--- src/rtl/vbrs_ram.sv ---
// ----------------------------------------------------------------------------
// vbrs_ram: generic simple dual-port RAM
// One write port, one read port with registered read data.
// ----------------------------------------------------------------------------
module vbrs_ram #(
	parameter int WIDTH = 33,
	parameter int DEPTH = 64
) (
	input  logic                     clk,
	input  logic                     we,
	input  logic [$clog2(DEPTH)-1:0] waddr,
	input  logic [WIDTH-1:0]         wdata,
	input  logic [$clog2(DEPTH)-1:0] raddr,
	output logic [WIDTH-1:0]         rdata
);
	logic [WIDTH-1:0] mem [DEPTH];

	// write port
	always_ff @(posedge clk) begin
		if (we) begin
			mem[waddr] <= wdata;
		end
	end

	// registered read port
	always_ff @(posedge clk) begin
		rdata <= mem[raddr];
	end
endmodule

--- config.mk ---
export PLATFORM = sky130hd
export DESIGN_NAME = vbrs_ram
export DESIGN_NICKNAME = d
export VERILOG_FILES = /design/src/rtl/vbrs_ram.sv
export SDC_FILE = /design/constraint.sdc
export NUM_CORES = 2
export LEC_CHECK = 0
export CORE_ASPECT_RATIO = 0.6
export CORE_UTILIZATION = 40
export CTS_CLUSTER_DIAMETER = 120
export CTS_CLUSTER_SIZE = 40
export DETAILED_ROUTE_END_ITERATION = 8
export DONT_BUFFER_PORTS = 1
export MAX_ROUTING_LAYER = met4
export SLEW_MARGIN = 20
export SYNTH_ARGS = -nofsm -noshare
export SYNTH_HDL_FRONTEND = slang
export SYNTH_SLANG_ARGS = --single-unit
--- constraint.sdc ---
create_clock -name clk -period 7.4 [get_ports clk]
set_input_delay 1.48 -clock clk [delete_from_list [all_inputs] [get_ports clk]]
set_output_delay 1.48 -clock clk [all_outputs]
set_load 0.005 [all_outputs]
### Word level (Yosys, flattened, before mapping)

Memories as Yosys holds them, arrays and structs flattened. A register that Yosys moved wholly into a read port is not among the register bits.
Cells that the tools add are included.

| cells by class | value |
|---|---|
| multiplexer cells | 2 |

Operator list:

| operator | number |
|---|---|
| 2-to-1 mux 1 bit | 2 |

| storage, ports and cells | value |
|---|---|
| output and inout bits | 33 |
| memories | 1 |
| logic and storage cells | 3 |
| bits in registers | 0 |
| bits of input ports | 47 |
| RAM bits | 2112 |

Memories:

| memory | depth | bits a word | read ports | clocked after memory_dff | write ports | line | text |
|---|---|---|---|---|---|---|---|
| mem | 64 | 33 | 1 | 1 | 1 | 16 | `logic [WIDTH-1:0] mem [DEPTH];` |

### Longest topological paths before layout

| depth | value |
|---|---|
| word-level depth | 2 |
| depth in mapped cells | 10 |
| gate-level depth less buffers | 5 |

### Worst setup path after synthesis

No wires, ideal clock.

| path | value |
|---|---|
| path type | in2reg |
| start point | in waddr[3] |
| end point | mem mem[48][0] (enable) |
| setup slack | 2.690 ns |
| library setup time | 0.464 ns |
| arrival | 4.246 ns |
| data required time | 6.936 ns |
| buffers on the path | 1 |
| stages on the path | 4 |
| cell sequence | clkbuf_1 > nor2b_1 > nand4b_1 > nor3_1 |

RTL lines:

| element | line | text |
|---|---|---|
| start: declaration | 11 | `input logic [$clog2(DEPTH)-1:0] waddr,` |
| end: declaration | 16 |  |

Straight into the memory's write port.

==> flow_metrics.tcl <==
set metrics [dict create \
    cts_tree "yes" \
    hp-class "in -> reg" \
    rows 127 \
    layout.cells.non_filler 6292 \
    reg2reg_setup_slack_ns 5.14 \
    period_share 0.582 \
    nets 3581 \
    fp.dieW_um 584 \
    cts_max_level 2 \
    ys_seq_area_frac 0.789 \
    crit_cells 7 \
    crit_chain "buf_16, buf_16, mux4_2, mux2i_1, a211o_1, o21ai_0, o221a_1" \
    cts_setup_buffers 0 \
    root_buffer "clkbuf_16" \
    drv_slew 0 \
    maxCapViolCount 0 \
    grt_use_total 0.208 \
    dp_hpwl_mm 114 \
    crit_family "buffers and inverters" \
    grt_pass1_wl_mm 292 \
    synthesis.area_um2 81200 \
    synth-seq-cells 2145 \
    layout_min_cycle_time_ns 4.30 \
    vias_per_cell 6.02 \
    crit_arrival_ns 4.97 \
    critical_path_class "in -> reg" \
    cts.clk_slew.worst_paths_ns 0.14 \
    max_freq_mhz 232 \
    clock-sinks 2145 \
    ir_drop_mv 0.216 \
    insertion_delay_ns 0.77 \
    antenna_found_initial 3 \
    crit_slowest_cell "buf_16" \
    ys_warn_count 0 \
    clk_path_buf_depth 3 \
    io_buffers 0 \
    final_antenna_net_count 0 \
    powerDensity_nw_per_um2 224 \
    setup_violations 0 \
    wl_per_cell_um 33.0 \
    synth_ff_type "edfxtp_1" \
    fin_hold_ws_ns 0.801 \
    fin_tns_setup_ns 0 \
    ff2ff_path_depth 5 \
    relSlewSlack 0.249 \
    syn-num-nets 3645 \
    start_util 0.405 \
    drt_iter0_markers 5915 \
    slowest_delay_ns 0.68 \
    grt_pass1_vias 36800 \
    worstPathMaxFanout 129 \
    path_common_cell "buf_16" \
    status "finished clean" \
    fin_skew_ns 0.0328 \
    path_buf_inv 2 \
    area_growth_pct 6.31 \
    place_congestion 0.791 \
    synth_edf_count 2112 \
    wl_mm 208 \
    pin_count 80 \
    endpoint_kind "flop" \
    dp.cells 6178 \
    drive_above_1_share 0.201 \
    rsz0062_at_grt "no" \
    worst_pin_slew_ns 1.12 \
    required_ns 8.07 \
    core_area_um2 201000 \
    crit_path_end "rdata[13]$_DFF_P_" \
    cts_buffers 59 \
    startpoint_type "input pin" \
    syn_area_per_cell_um2 22.6 \
    fill_cells 17000 \
    r2r-end "rdata[13]$_DFF_P_" \
    regToRegStartpoint "mem[8][13]$_DFFE_PP_" \
    die_y_um 351 \
    cts_resized 0 \
    drc 0 \
    grt_overflow 0 \
    final_util 0.430 \
    fp.dieArea_um2 205000 \
    num_vias 37900 \
    cp-startpoint "raddr[0]" \
    synth.distinct_cells 46 \
    netlist_instances 3598 \
    p_leak_nw 25.4 \
    grt_max_degree 553 \
    ctsHoldBuffers 0 \
    hold_viol 0 \
    synth-async-reset-ratio 0 \
    first_pass_iters 6 \
]
## synth_stat cells (13+ instances only)
| library cell | instances | area (µm²) |
|---|---|---|
| and3_1 | 19 | 119 |
| buf_1 | 13 | 48.8 |
| nand2_1 | 102 | 383 |
| mux2i_1 | 96 | 961 |
| nand4_1 | 41 | 257 |
| dfxtp_1 | 33 | 661 |
| edfxtp_1 | 2112 | 63400 |
| a211oi_1 | 19 | 143 |
| buf_4 | 17 | 128 |
| o221ai_1 | 46 | 403 |
| o21ai_0 | 13 | 65.1 |
| clkbuf_1 | 82 | 308 |
| nor2b_1 | 23 | 144 |
| a22oi_1 | 77 | 578 |
| a21oi_1 | 17 | 85.1 |
| o22ai_1 | 59 | 369 |
| nand3_1 | 86 | 430 |
| buf_6 | 28 | 315 |
| buf_2 | 58 | 290 |
| nor2_1 | 71 | 267 |
| mux4_2 | 485 | 10900 |
## power by group
group / switching (mW) / internal, mW / leakage, nW
Clock: 3.43 / 1.59 / 0.815
Sequential: 0.0776 / 13.4 / 19.3
Combinational: 0.430 / 0.371 / 5.26
## cells in the final DEF (no fill, tap or decap), drive strengths merged, types with 17 or more instances in the layout
cell | Yosys | routed
nand3 | 86 | 86
mux4 | 485 | 485
nor2b | 23 | 23
edfxtp | 2112 | 2112
a22oi | 77 | 77
and3 | 19 | 19
o22ai | 59 | 59
buf | 122 | 79
o221ai | 46 | 46
dfxtp | 33 | 33
mux2i | 96 | 96
nand2 | 102 | 102
nor2 | 71 | 71
a211oi | 29 | 29
nand4 | 41 | 41
clkbuf | 82 | 108
a21oi | 17 | 17
## worst register-to-register path: cells and delay by family (launching register included)
family	cells	cell delay, ns
AOI/OAI and AO/OA	3	0.63
muxes	2	1.14
DFF	1	0.40
## through the flow
step	worst slack, ns	power (mW)	cell area, µm²
2_1_floorplan	2.69	14.4	81200
3_3_place_gp	3.09	14.5	84500
3_5_place_dp	3.07	14.5	84500
4_1_cts	3.89	19.3	86200
5_1_grt	2.95	19.8	86300
6_report	3.10	19.3	86300
## state kept, by name, summed over array words and instances, names as in the netlist
signal,flops
mem,2112
rdata,33
## worst min-delay path by stage
| stage | start | endpoint | cells after the start |
|---|---|---|---|
| 5_1_grt | wdata[22] | mem[21][22]$_DFFE_PP_ | 0 |
| 3_5_place_dp | mem[27][17]$_DFFE_PP_ | rdata[17]$_DFF_P_ | 4 |
| 2_1_floorplan | mem[6][18]$_DFFE_PP_ | rdata[18]$_DFF_P_ | 5 |
| 6_report | wdata[22] | mem[21][22]$_DFFE_PP_ | 0 |
| 3_3_place_gp | mem[28][11]$_DFFE_PP_ | rdata[11]$_DFF_P_ | 5 |
| 4_1_cts | wdata[22] | mem[21][22]$_DFFE_PP_ | 0 |
## cell families after synthesis
logic type,Yosys count,synth area share
flip-flops,2145,0.789
multiplexers,587,0.147
AND/OR/NAND/NOR,378,0.0227
AO/OA/AOI/OAI,281,0.0261
buffers and inverters,207,0.0147
## layer usage
layer  GRT usage  up-vias  share of wire
met4      0.0211        0         0.0091
met1       0.317    20900           0.45
met5           -        -              0
met3      0.0347      124          0.094
li1            -    15000              -
met2       0.302     1856           0.45
## cell type report
type / count / area (µm²) / area share
Sequential cell: 2145 / 64100 / 0.742
Multi-Input combinational cell: 1246 / 16400 / 0.190
Tap cell: 2709 / 3390 / 0.0393
Clock buffer: 108 / 1700 / 0.0197
Timing Repair Buffer: 79 / 673 / 0.00780
Clock inverter: 1 / 16.3 / 0.000188
Inverter: 3 / 11.3 / 0.000130
Antenna cell: 1 / 2.50 / 0.0000290
No activity file was read; power rests on OpenSTA's default activity.
