`config.mk`:
```
export PLATFORM = sky130hd
export DESIGN_NAME = vbrs_mul
export DESIGN_NICKNAME = d
export VERILOG_FILES = /design/src/rtl/vbrs_mul.sv
export SDC_FILE = /design/constraint.sdc
export NUM_CORES = 1
export LEC_CHECK = 0
export BUFFER_PORTS_ARGS = -buffer_cell sky130_fd_sc_hd__buf_2
export CORE_ASPECT_RATIO = 0.7
export CORE_UTILIZATION = 40
export DETAILED_ROUTE_END_ITERATION = 6
export GPL_TIMING_DRIVEN = 0
export SLEW_MARGIN = 40
export SYNTH_ARGS = -nofsm -noshare
export SYNTH_HDL_FRONTEND = slang
export SYNTH_SLANG_ARGS = --single-unit
export TNS_END_PERCENT = 1
```
`constraint.sdc`:
```
create_clock -name clk -period 13.61 [get_ports clk]
set_input_delay 1.361 -clock clk [delete_from_list [all_inputs] [get_ports clk]]
set_output_delay 1.361 -clock clk [all_outputs]
set_load 0.005 [all_outputs]
```
`src/rtl/vbrs_mul.sv`:
```
// ----------------------------------------------------------------------------
// vbrs_mul: shared block-to-byte multiplier
// Multiplies a block count by the block size, product registered.
// ----------------------------------------------------------------------------
module vbrs_mul (
	input  logic        clk,
	input  logic [15:0] blocks,
	input  logic [32:0] block_bytes,
	output logic [48:0] product_q
);
	// one 16 x 33 product per cycle
	always_ff @(posedge clk) begin
		product_q <= {33'd0, blocks} * {16'd0, block_bytes};
	end
endmodule

```
==> Word level (Yosys, flattened, before mapping) <==
Index checks and enable logic that the tools add are counted.
Widths: inputs -> output; s select.
{ "op_classes": {"mul": 1} }
{ "op_table": {"columns": ["cell", "n"], "rows": [
  ["$mul 16x33->49", 1]
]} }
{ "totals": {"register_bits": 49, "in_bits": 50, "output_inout_bits": 49} }

==> Longest topological paths before layout <==
Gate-level depths: netlist of run 1.
{ "logic_depth": {"depth_word": 1, "mapped_depth": 25, "ltp_nobuf": 23} }

==> Least setup slack after synthesis of run 1 <==
No wires, ideal clock.
{ "synth_path": {"kind": "input-to-reg", "startpoint": "in block_bytes[30]", "endpoint": "reg product_q[48]", "stages": 24, "arrival_ns": 7.032, "path_slack_ns": 6.487, "setup_ns": 0.091, "path_cell_list": "clkbuf_1 nand2_1 fa_1 inv_1 fa_1 inv_1 fa_1 inv_1 fa_1 fa_1 inv_1 fa_1 inv_1 ha_1 buf_4 nand4_1 nor2_1 nand3_1 or3_1 or3_1 a31o_1 and2_4 o211a_1 a311oi_1"} }
{ "synth_between": {"elab_chain_len": 1} }
{ "synth_lines": {"columns": ["item", "line", "text"], "rows": [
  ["start: declaration", "8", "input logic [32:0] block_bytes,"],
  ["$mul 16x33->49", "13", "product_q <= {33'd0, blocks} * {16'd0, block_bytes};"],
  ["end signal: assignment", "13", null],
  ["end: declaration", "9", "output logic [48:0] product_q"]
]} }
Every way passes these cells.

==> Worst setup path in the final report of run 1 <==
{ "layout_path": {"startpoint": "in blocks[7]", "endpoint": "reg product_q[48]"} }
{ "layout_between": {"elab_chain_len": 1} }
{ "layout_lines": {"columns": ["item", "line", "text"], "rows": [
  ["start: declaration", "7", "input logic [15:0] blocks,"],
  ["$mul 16x33->49", "13", null]
]} }
Every way passes these cells.

==> results of run 1 <==
## Yosys cell counts, types with 5 or more instances
cell type and n:
xnor2_1 25, fa_1 432, nor3_1 6, nand3_1 14
inv_1 444, a21o_1 14, ha_1 121, o21bai_1 6
nor2_1 29, clkbuf_1 84, o21a_1 5, and2_1 229
o21ai_0 24, a31oi_1 7, dfxtp_1 49, buf_2 7
xor2_1 16, nor2b_1 8, nand4_1 8, nand2_1 329
a21oi_1 56
## cell families (layout without fill, tap and decap cells)
family,after synthesis,after routing,synth area share [%]
AND/OR/NAND/NOR,644,644,17.67
adder cells (fa/ha/maj),553,553,57.49
buffers and inverters,539,645,11.58
AO/OA/AOI/OAI,151,151,5.677
flip-flops,49,49,5.550
XOR/XNOR,41,41,2.032
## path summary, 6_finish.rpt
kind              startpoint               endpoint  slack [ps]  cells past startpoint
setup / recovery   blocks[7]  product_q[48]$_DFF_P_        5240                     22
hold / removal     blocks[0]   product_q[0]$_DFF_P_        1360                      2
## cells in the final DEF (no fill, tap or decap), types with 6 or more instances in the layout
master and count:
dfxtp_1 49, nor3_1 6, inv_1 444, nand2_1 329
xor2_1 16, and2_1 229, nor2_1 29, xnor2_1 25
nor2b_1 8, a31oi_1 7, clkbuf_1 81, fa_1 432
o21ai_0 24, o21bai_1 6, nand3_1 14, nand4_1 8
a21o_1 14, buf_2 105, ha_1 121, a21oi_1 56
## metal layers
metal / vias up / GRT usage, % / part of all wire [%]
met5: - / 0 / 0
met4: 0 / 6.869 / 3.0
met3: 71 / 6.057 / 9.0
met2: 578 / 38.70 / 44
met1: 7045 / 36.11 / 44
li1: 5994 / - / -
## per-stage QoR
step                instance area [um2]  hold WS [ps]  setup WS [ps]  instances
global route                      19070          1367           5012       2677
finish                            19070          1360           5240       2677
detailed placement                18920          1668           4983       2669
CTS                               19070          1350           5303       2677
global placement                  18910          1672           5010       2669
floorplan                         17680          1483           6487       1977
## worst max-delay path: cells and delay by family
| family | cells | cell delay [ps] |
|---|---|---|
| fa+ha+maj | 7 | 3510 |
| compound gates | 6 | 1430 |
| simple gates | 4 | 1150 |
| buf+inv | 5 | 1100 |
## area by class of cell
cell class / count / area share [%]
plain buffers: 95 / 2.014
clock buffers: 5 / 0.6561
clock inverters: 3 / 0.1378
inverters: 444 / 8.739
multi-input cells: 1389 / 76.84
flip-flops and latches: 49 / 5.144
well taps: 594 / 3.897
repair buffers: 98 / 2.572
==> impl_metrics.toml, run 1 <==
[floorplanning]
dieArea_um2 = 45050
ios = 99
die-width_um = 253.3
core.rowCount = 64
core_area_um2 = 43640
start_util_pct = 40.50
dieHeight_um = 177.9

[logic_synthesis]
syn-num-nets = 2580
syn-mean-instance-area_um2 = 8.941
ys_seq_elements = 49
yosysSeqAreaShare_pct = 5.550
synth_area_leaders = "fa_1 49%, inv_1 9.4%, ha_1 8.6%, and2_1 8.1%, nand2_1 7.0%"
netlist_instances = 1977
synth_area_leader_cell = "fa_1"
yosysWarnings = 0
ys_async_sr_fraction_pct = 0
synth_top_area_share_pct = 48.93
synth_cell_types = 59
synth_area_um2 = 17680
synth_edf_count = 0
synth-main-ff-cell = "dfxtp_1"

[clock_tree]
htree_num_levels = 2
cts_buffers = 5
cts_setup_buffers = 0
cts-root-buf = "clkbuf_16"
cts.clk_slew.worst_paths_ps = 70
ctsLongestPathBuffers = 2
hold_buffers = 0
cts_tree = "yes"
cts_sinks = 49
cts_resized = 0

[route]
drtAntennaViolNets = 0
drt-initial-drc-count = 874
post_drt_wl_per_cell_um = 20.43
drc = 0
num_vias = 13690
wl_um = 54690
first_pass_iters = 7
vias_per_cell = 5.113

[grt]
grt_pass1_wl_um = 84410
antenna_found_initial = 0
track_usage_pct = 25.42
grt_max_degree = 18
grt_overflow_total = 0
grt_pass1_vias = 14480

[sta]
setup-tns-final_ps = 0
drv_slew = 0
grt_setup_unrepaired = "false"
slew_headroom_pct = 35.22
layout_min_cycle_time_ps = 8370
period_share_pct = 61.50
setup_viol = 0
hold_viol_final = 0
worst_pin_slew_ps = 971.7
max_freq_mhz = 119.5

[worst_setup_path]
critical_path_class = "in2reg"
endpoint_kind = "register"
slowest_delay_ps = 700
crit_top_cell = "fa_1"
crit_required_ps = 13820
path_cells = "buf_2 -> clkbuf_1 -> nand2_1 -> fa_1 -> inv_1 -> fa_1 -> fa_1 -> fa_1 -> fa_1 -> inv_1 -> fa_1 -> inv_1 -> ha_1 -> a21oi_1 -> o21ai_0 -> or4_1 -> a211oi_2 -> or3_1 -> a31o_1 -> and2_4 -> o21ai_1 -> a311oi_1"
worst_setup_path_start_kind = "input port"
crit_slowest_cell = "clkbuf_1"
worst-endpoint-arrival_ps = 8580
critPathMaxFanout = 10

[status]
status = "finished, final reports clean"

[cells_and_area]
fillCellCount = 4390
final_core_util_pct = 43.70
largest-register = "product_q"
seqCellArea_um2 = 980.9
reg_top3 = "product_q x49"
largest_reg_flops = 49
nNetsFinal = 2685
diodes = 0
area_growth_syn_to_layout_pct = 7.893
multi_input_area_um2 = 14650
drive_above_1_share_pct = 6.577

[place]
hpwlAfterDp_um = 46800
port_buffers = 98
gp_congestion = 0.9577

[job]
maxCapViolCount = 0

[min_path]
hold_class = "in2reg"
Power of run 1 is not shown: default switching activity piles up to over one toggle a cycle in this logic, so the estimate is an artifact.
==> inputs of run 2 (changes only) <==
==> constraint.sdc (replaced) <==
create_clock -name clk -period 7.4 [get_ports clk]
set_input_delay 0.74 -clock clk [delete_from_list [all_inputs] [get_ports clk]]
set_output_delay 0.74 -clock clk [all_outputs]
set_load 0.005 [all_outputs]
==> impl_metrics.toml, run 2 (synthesized netlist as in run 1, its figures left out) <==
[status]
status = "finished, final reports clean"

[cells_and_area]
mostFrequentLayoutCells = "444 x inv_1, 432 x fa_1, 329 x nand2_1, 229 x and2_1, 121 x ha_1"
design_area_um2 = 19140
drive_above_1_share_pct = 9.297
reg_top3 = "product_q x49"
largest-register = "product_q"
nNetsFinal = 2678
area_growth_syn_to_layout_pct = 8.282
final_common_cell = "inv_1"
largest_reg_flops = 49
fillCellCount = 4378

[worst_setup_path]
crit_top_cell = "fa_1"
crit_required_ps = 7610
worst-endpoint-arrival_ps = 7490
critical_path_class = "in2reg"
critPathMaxFanout = 10
slowest_delay_ps = 560
path_cells = "buf_2 -> clkbuf_1 -> and2_1 -> fa_1 -> fa_1 -> fa_1 -> fa_1 -> fa_1 -> inv_1 -> fa_1 -> inv_1 -> ha_1 -> a21oi_1 -> o21ai_1 -> or4_1 -> a211oi_4 -> or3_1 -> a31o_1 -> and2_4 -> o21ai_1 -> a311oi_1"
crit_slowest_cell = "fa_1"
endpoint_kind = "register"
worst_setup_path_start_kind = "input port"

[route]
vias_per_cell = 5.104
first_pass_iters = 5
drtAntennaViolNets = 0
drt-initial-drc-count = 878
route.layer.met1.wl_um = 23940
wl_um = 54180
post_drt_wl_per_cell_um = 20.28
wl_met3_um = 4963
top_layer = "met4"
num_vias = 13640
dr_wl_met2_um = 23780
drc = 0

[grt]
grt_pass1_wl_um = 83910
track_usage_pct = 25.22
grt_overflow_total = 0
grt_max_degree = 18
antenna_found_initial = 0
grt_pass1_vias = 14440

[place]
hpwlAfterDp_um = 46800
port_buffers = 98
place_area_um2 = 18920
gp_congestion = 0.9577

[sta]
drv_slew = 0
layout_min_cycle_time_ps = 7279
slew_headroom_pct = 47.10
grt_setup_unrepaired = "true"
setup_viol = 0
max_freq_mhz = 137.4
worst_pin_slew_ps = 793.5
hold_viol_final = 0
period_share_pct = 98.36

[clock_tree]
ctsLongestPathBuffers = 2
cts_buffers = 5
cts.clk_slew.worst_paths_ps = 70
cts_tree = "yes"
cts-root-buf = "clkbuf_16"
htree_num_levels = 2
hold_buffers = 0
cts_sinks = 49

[job]
maxCapViolCount = 0

[floorplanning]
dieArea_um2 = 45050
start_util_pct = 40.50
die-width_um = 253.3
ios = 99
core_area_um2 = 43640
core.rowCount = 64
dieHeight_um = 177.9

[min_path]
hold_class = "in2reg"
-- run 2: changes by cell type in the layout (fill, tap and decap cells not counted) --
cell / delta
clkbuf_1: -62
clkbuf_2: +49
clkbuf_4: +4
buf_2: +2
diode_2: +2
a211oi_2: -1
a211oi_4: +1
a21oi_1: -1
a21oi_2: +1
o21ai_0: -1
o21ai_1: +1
-- run 2: worst paths after layout --
kind	end	from	slack, ps	depth (start not counted)
setup / recovery	product_q[48]$_DFF_P_	blocks[15]	120	21
hold / removal	product_q[0]$_DFF_P_	blocks[0]	740	2
-- run 2: what timing repair did --
item                                    CTS  global route
endpoints found under the setup margin    6            16
buffers inserted                          0             0
endpoints found under the hold margin     0             0
resized for setup                        27            70
-- run 2: metrics by stage --
step	cells	util (%)	TNS, ps	hold WS (ps)	worst slack, ps
after CTS	2671	43.72	0	729.3	6.943
after detailed placement	2669	43.35	-3750	1047	-605.9
final	2672	43.86	0	737.0	121.5
after global placement	2669	43.33	-3980	1051	-579.0
after global routing	2670	43.84	-20.61	746.1	-20.61
after floorplan	1977	-	0	861.7	898.4
-- run 2: final cells by class --
type                            count  area (um2)  share of cell area (%)
Clock inverter                      3       26.28                  0.1373
Multi-Input combinational cell   1389       14670                   76.62
Antenna cell                        2       5.005                 0.02615
Timing Repair Buffer               98       490.5                   2.563
Tap cell                          594       743.2                   3.883
Inverter                          444        1667                   8.708
Buffer                             88       436.7                   2.281
Sequential cell                    49       980.9                   5.125
Clock buffer                        5       125.1                  0.6537
-- run 2: metal layers --
layer	vias to the layer above	global-route usage, %
met5	-	0
met4	0	6.591
met3	65	6.292
met2	589	38.56
met1	6997	35.56
li1	5987	-
-- run 2: critical path, delay by kind of cell --
family / cells / cell delay (ps)
adders and majority gates: 7 / 3310
AOI/OAI and AO/OA: 6 / 1410
and+or+nand+nor: 4 / 1140
buffers and inverters: 4 / 870
Power of run 2 is left out for the same reason.
==> inputs of run 3 (changes only) <==
--- a/config.mk
+++ b/config.mk
@@ -5,6 +5,7 @@
 export SDC_FILE = /design/constraint.sdc
 export NUM_CORES = 1
 export LEC_CHECK = 0
+export ABC_AREA = 1
 export BUFFER_PORTS_ARGS = -buffer_cell sky130_fd_sc_hd__buf_2
 export CORE_ASPECT_RATIO = 0.7
 export CORE_UTILIZATION = 40
==> impl_metrics.toml, run 3 <==
[logic_synthesis]
synth.most_common_cell = "nand2_1"
synth_top_family_by_area = "adder cells"
synth_cell_types = 23
synth_fa_ha_area_share_pct = 52.57
synth_area_um2 = 19330
synth_xor_area_share_pct = 1.269
syn-mean-instance-area_um2 = 7.188
synth-main-ff-cell = "dfxtp_1"
synth_compound_area_share_pct = 1.042
yosysSeqAreaShare_pct = 5.075
syn-num-nets = 3292
post_synth_mux_area_share_pct = 0
synth_area_leaders = "fa_1 45%, nand2_1 18%, inv_1 17%, ha_1 7.8%, dfxtp_1 5.1%"
synth_top_area_share_pct = 44.74
yosysWarnings = 0
ys_async_sr_fraction_pct = 0
synth_area_leader_cell = "fa_1"
ys_top_cells_by_count = "903 x nand2_1, 852 x inv_1, 432 x fa_1"
synth_simple_gate_area_share_pct = 20.93
synth_edf_count = 0
ys_seq_elements = 49
netlist_instances = 2689

[route]
wl_um = 67690
drt-initial-drc-count = 1645
num_vias = 16610
vias_per_cell = 4.941
first_pass_iters = 7
post_drt_wl_per_cell_um = 20.14
drc = 0
drtAntennaViolNets = 0

[grt]
grt_overflow_total = 0
grt_max_degree = 16
antenna_found_initial = 3
grt_pass1_wl_um = 103900
track_usage_pct = 28.96
grt_pass1_vias = 17520

[sta]
layout_min_cycle_time_ps = 7289
drv_slew = 0
setup-tns-final_ps = 0
max_freq_mhz = 137.2
layout_setup_ws_ps = 111.5
worst_pin_slew_ps = 987.0
grt_setup_unrepaired = "false"
slew_headroom_pct = 34.20
setup_viol = 0
hold_viol_final = 0
period_share_pct = 98.49

[clock_tree]
htree_num_levels = 2
hold_buffers = 0
cts_buffers = 5
ctsLongestPathBuffers = 2
cts-root-buf = "clkbuf_16"
cts_setup_buffers = 0
cts_tree = "yes"
cts_sinks = 49
cts.clk_slew.worst_paths_ps = 90

[cells_and_area]
reg_top3 = "product_q x49"
largest_reg_flops = 49
area_growth_syn_to_layout_pct = 6.324
final_common_cell = "nand2_1"
fillCellCount = 4982
drive_above_1_share_pct = 3.422
mostFrequentLayoutCells = "903 x nand2_1, 852 x inv_1, 432 x fa_1, 121 x ha_1, 114 x clkbuf_1"
nNetsFinal = 3349
largest-register = "product_q"
design_area_um2 = 20550

[worst_setup_path]
crit_required_ps = 7620
critPathLaunch = "blocks[8]"
worst-endpoint-arrival_ps = 7510
endpoint_kind = "register"
slowest_delay_ps = 740
crit_buf_inv = 8
crit_slowest_cell = "clkbuf_1"
cp.depth = 24
cp-endpoint = "product_q[38]$_DFF_P_"
critical_path_class = "in2reg"
path_cells = "clkbuf_1 -> clkbuf_1 -> nand2_1 -> fa_1 -> inv_1 -> fa_1 -> inv_1 -> fa_1 -> inv_1 -> fa_1 -> fa_1 -> inv_1 -> fa_1 -> inv_1 -> ha_1 -> nand2_1 -> inv_1 -> nand2_1 -> nor2_1 -> nand4_1 -> nand3_1 -> nand2_1 -> nand3_1 -> nand2_1"
cpLargestDelayFamily = "adder cells"
critPathMaxFanout = 10
worst_setup_path_start_kind = "input port"

[status]
status = "finished, final reports clean"

[floorplanning]
dieArea_um2 = 49220
die-width_um = 264.7
core_area_um2 = 47070
core.rowCount = 66
start_util_pct = 41.07
dieHeight_um = 185.9
ios = 99

[place]
port_buffers = 49
hpwlAfterDp_um = 56810
gp_congestion = 0.9868
pre_cts_ws_ps = 18.86
place_area_um2 = 20360

[min_path]
hold_class = "in2reg"

[job]
maxCapViolCount = 0
## run 3: area by class of cell
cell class / count / area [um2] / share of cell area [%]
Clock buffer: 6 / 138.9 / 0.6758
Timing Repair Buffer: 50 / 252.7 / 1.230
Buffer: 130 / 508.0 / 2.472
Sequential cell: 49 / 980.9 / 4.773
Inverter: 854 / 3206 / 15.60
Antenna cell: 3 / 7.507 / 0.03653
Clock inverter: 2 / 37.54 / 0.1826
Multi-Input combinational cell: 1656 / 14660 / 71.31
Tap cell: 612 / 765.7 / 3.726
## run 3: worst min path at each step
stage | from | depth (start not counted) | slack (ps) | end
finish | blocks[0] | 3 | 860 | product_q[0]$_DFF_P_
global route | blocks[0] | 3 | 840 | product_q[0]$_DFF_P_
CTS | blocks[0] | 3 | 810 | product_q[0]$_DFF_P_
detailed placement | product_q[41]$_DFF_P_ | 1 | 1120 | product_q[41]
global placement | product_q[0]$_DFF_P_ | 1 | 1120 | product_q[0]
floorplan | blocks[0] | 3 | 1000 | product_q[0]$_DFF_P_
## run 3: stage by stage
| stage | util (%) | std cells | hold WS, ps |
|---|---|---|---|
| 6_report | 43.66 | 3362 | 862.1 |
| 5_1_grt | 43.66 | 3361 | 835.4 |
| 4_1_cts | 43.63 | 3359 | 805.6 |
| 3_5_place_dp | 43.26 | 3351 | 1115 |
| 3_3_place_gp | 43.21 | 3350 | 1117 |
| 2_1_floorplan | - | 2689 | 999.2 |
## run 3: per-layer routing
layer / wire length (um) / track usage (%) / part of all wire (%) / vias to the layer above
met5: 12 / 0 / 0.018 / -
met4: 1647 / 6.983 / 2.4 / 2
met3: 8373 / 9.790 / 12 / 92
met2: 28480 / 44.27 / 42 / 831
met1: 29180 / 39.44 / 43 / 8227
li1: - / - / - / 7460
## run 3: what timing repair did
action,4_1_cts,5_1_grt
endpoints found under the hold margin,0,0
setup endpoints to repair,0,1
gates resized for setup,0,2
## run 3: cell families (layout without fill, tap and decap cells)
kind of cell	Yosys count	after routing
XOR/XNOR	28	28
flip-flops	49	49
other	0	3
buffers and inverters	984	1042
adder cells (fa/ha/maj)	553	553
AND/OR/NAND/NOR	1038	1038
AO/OA/AOI/OAI	37	37
Power of run 3 is left out for the same reason.
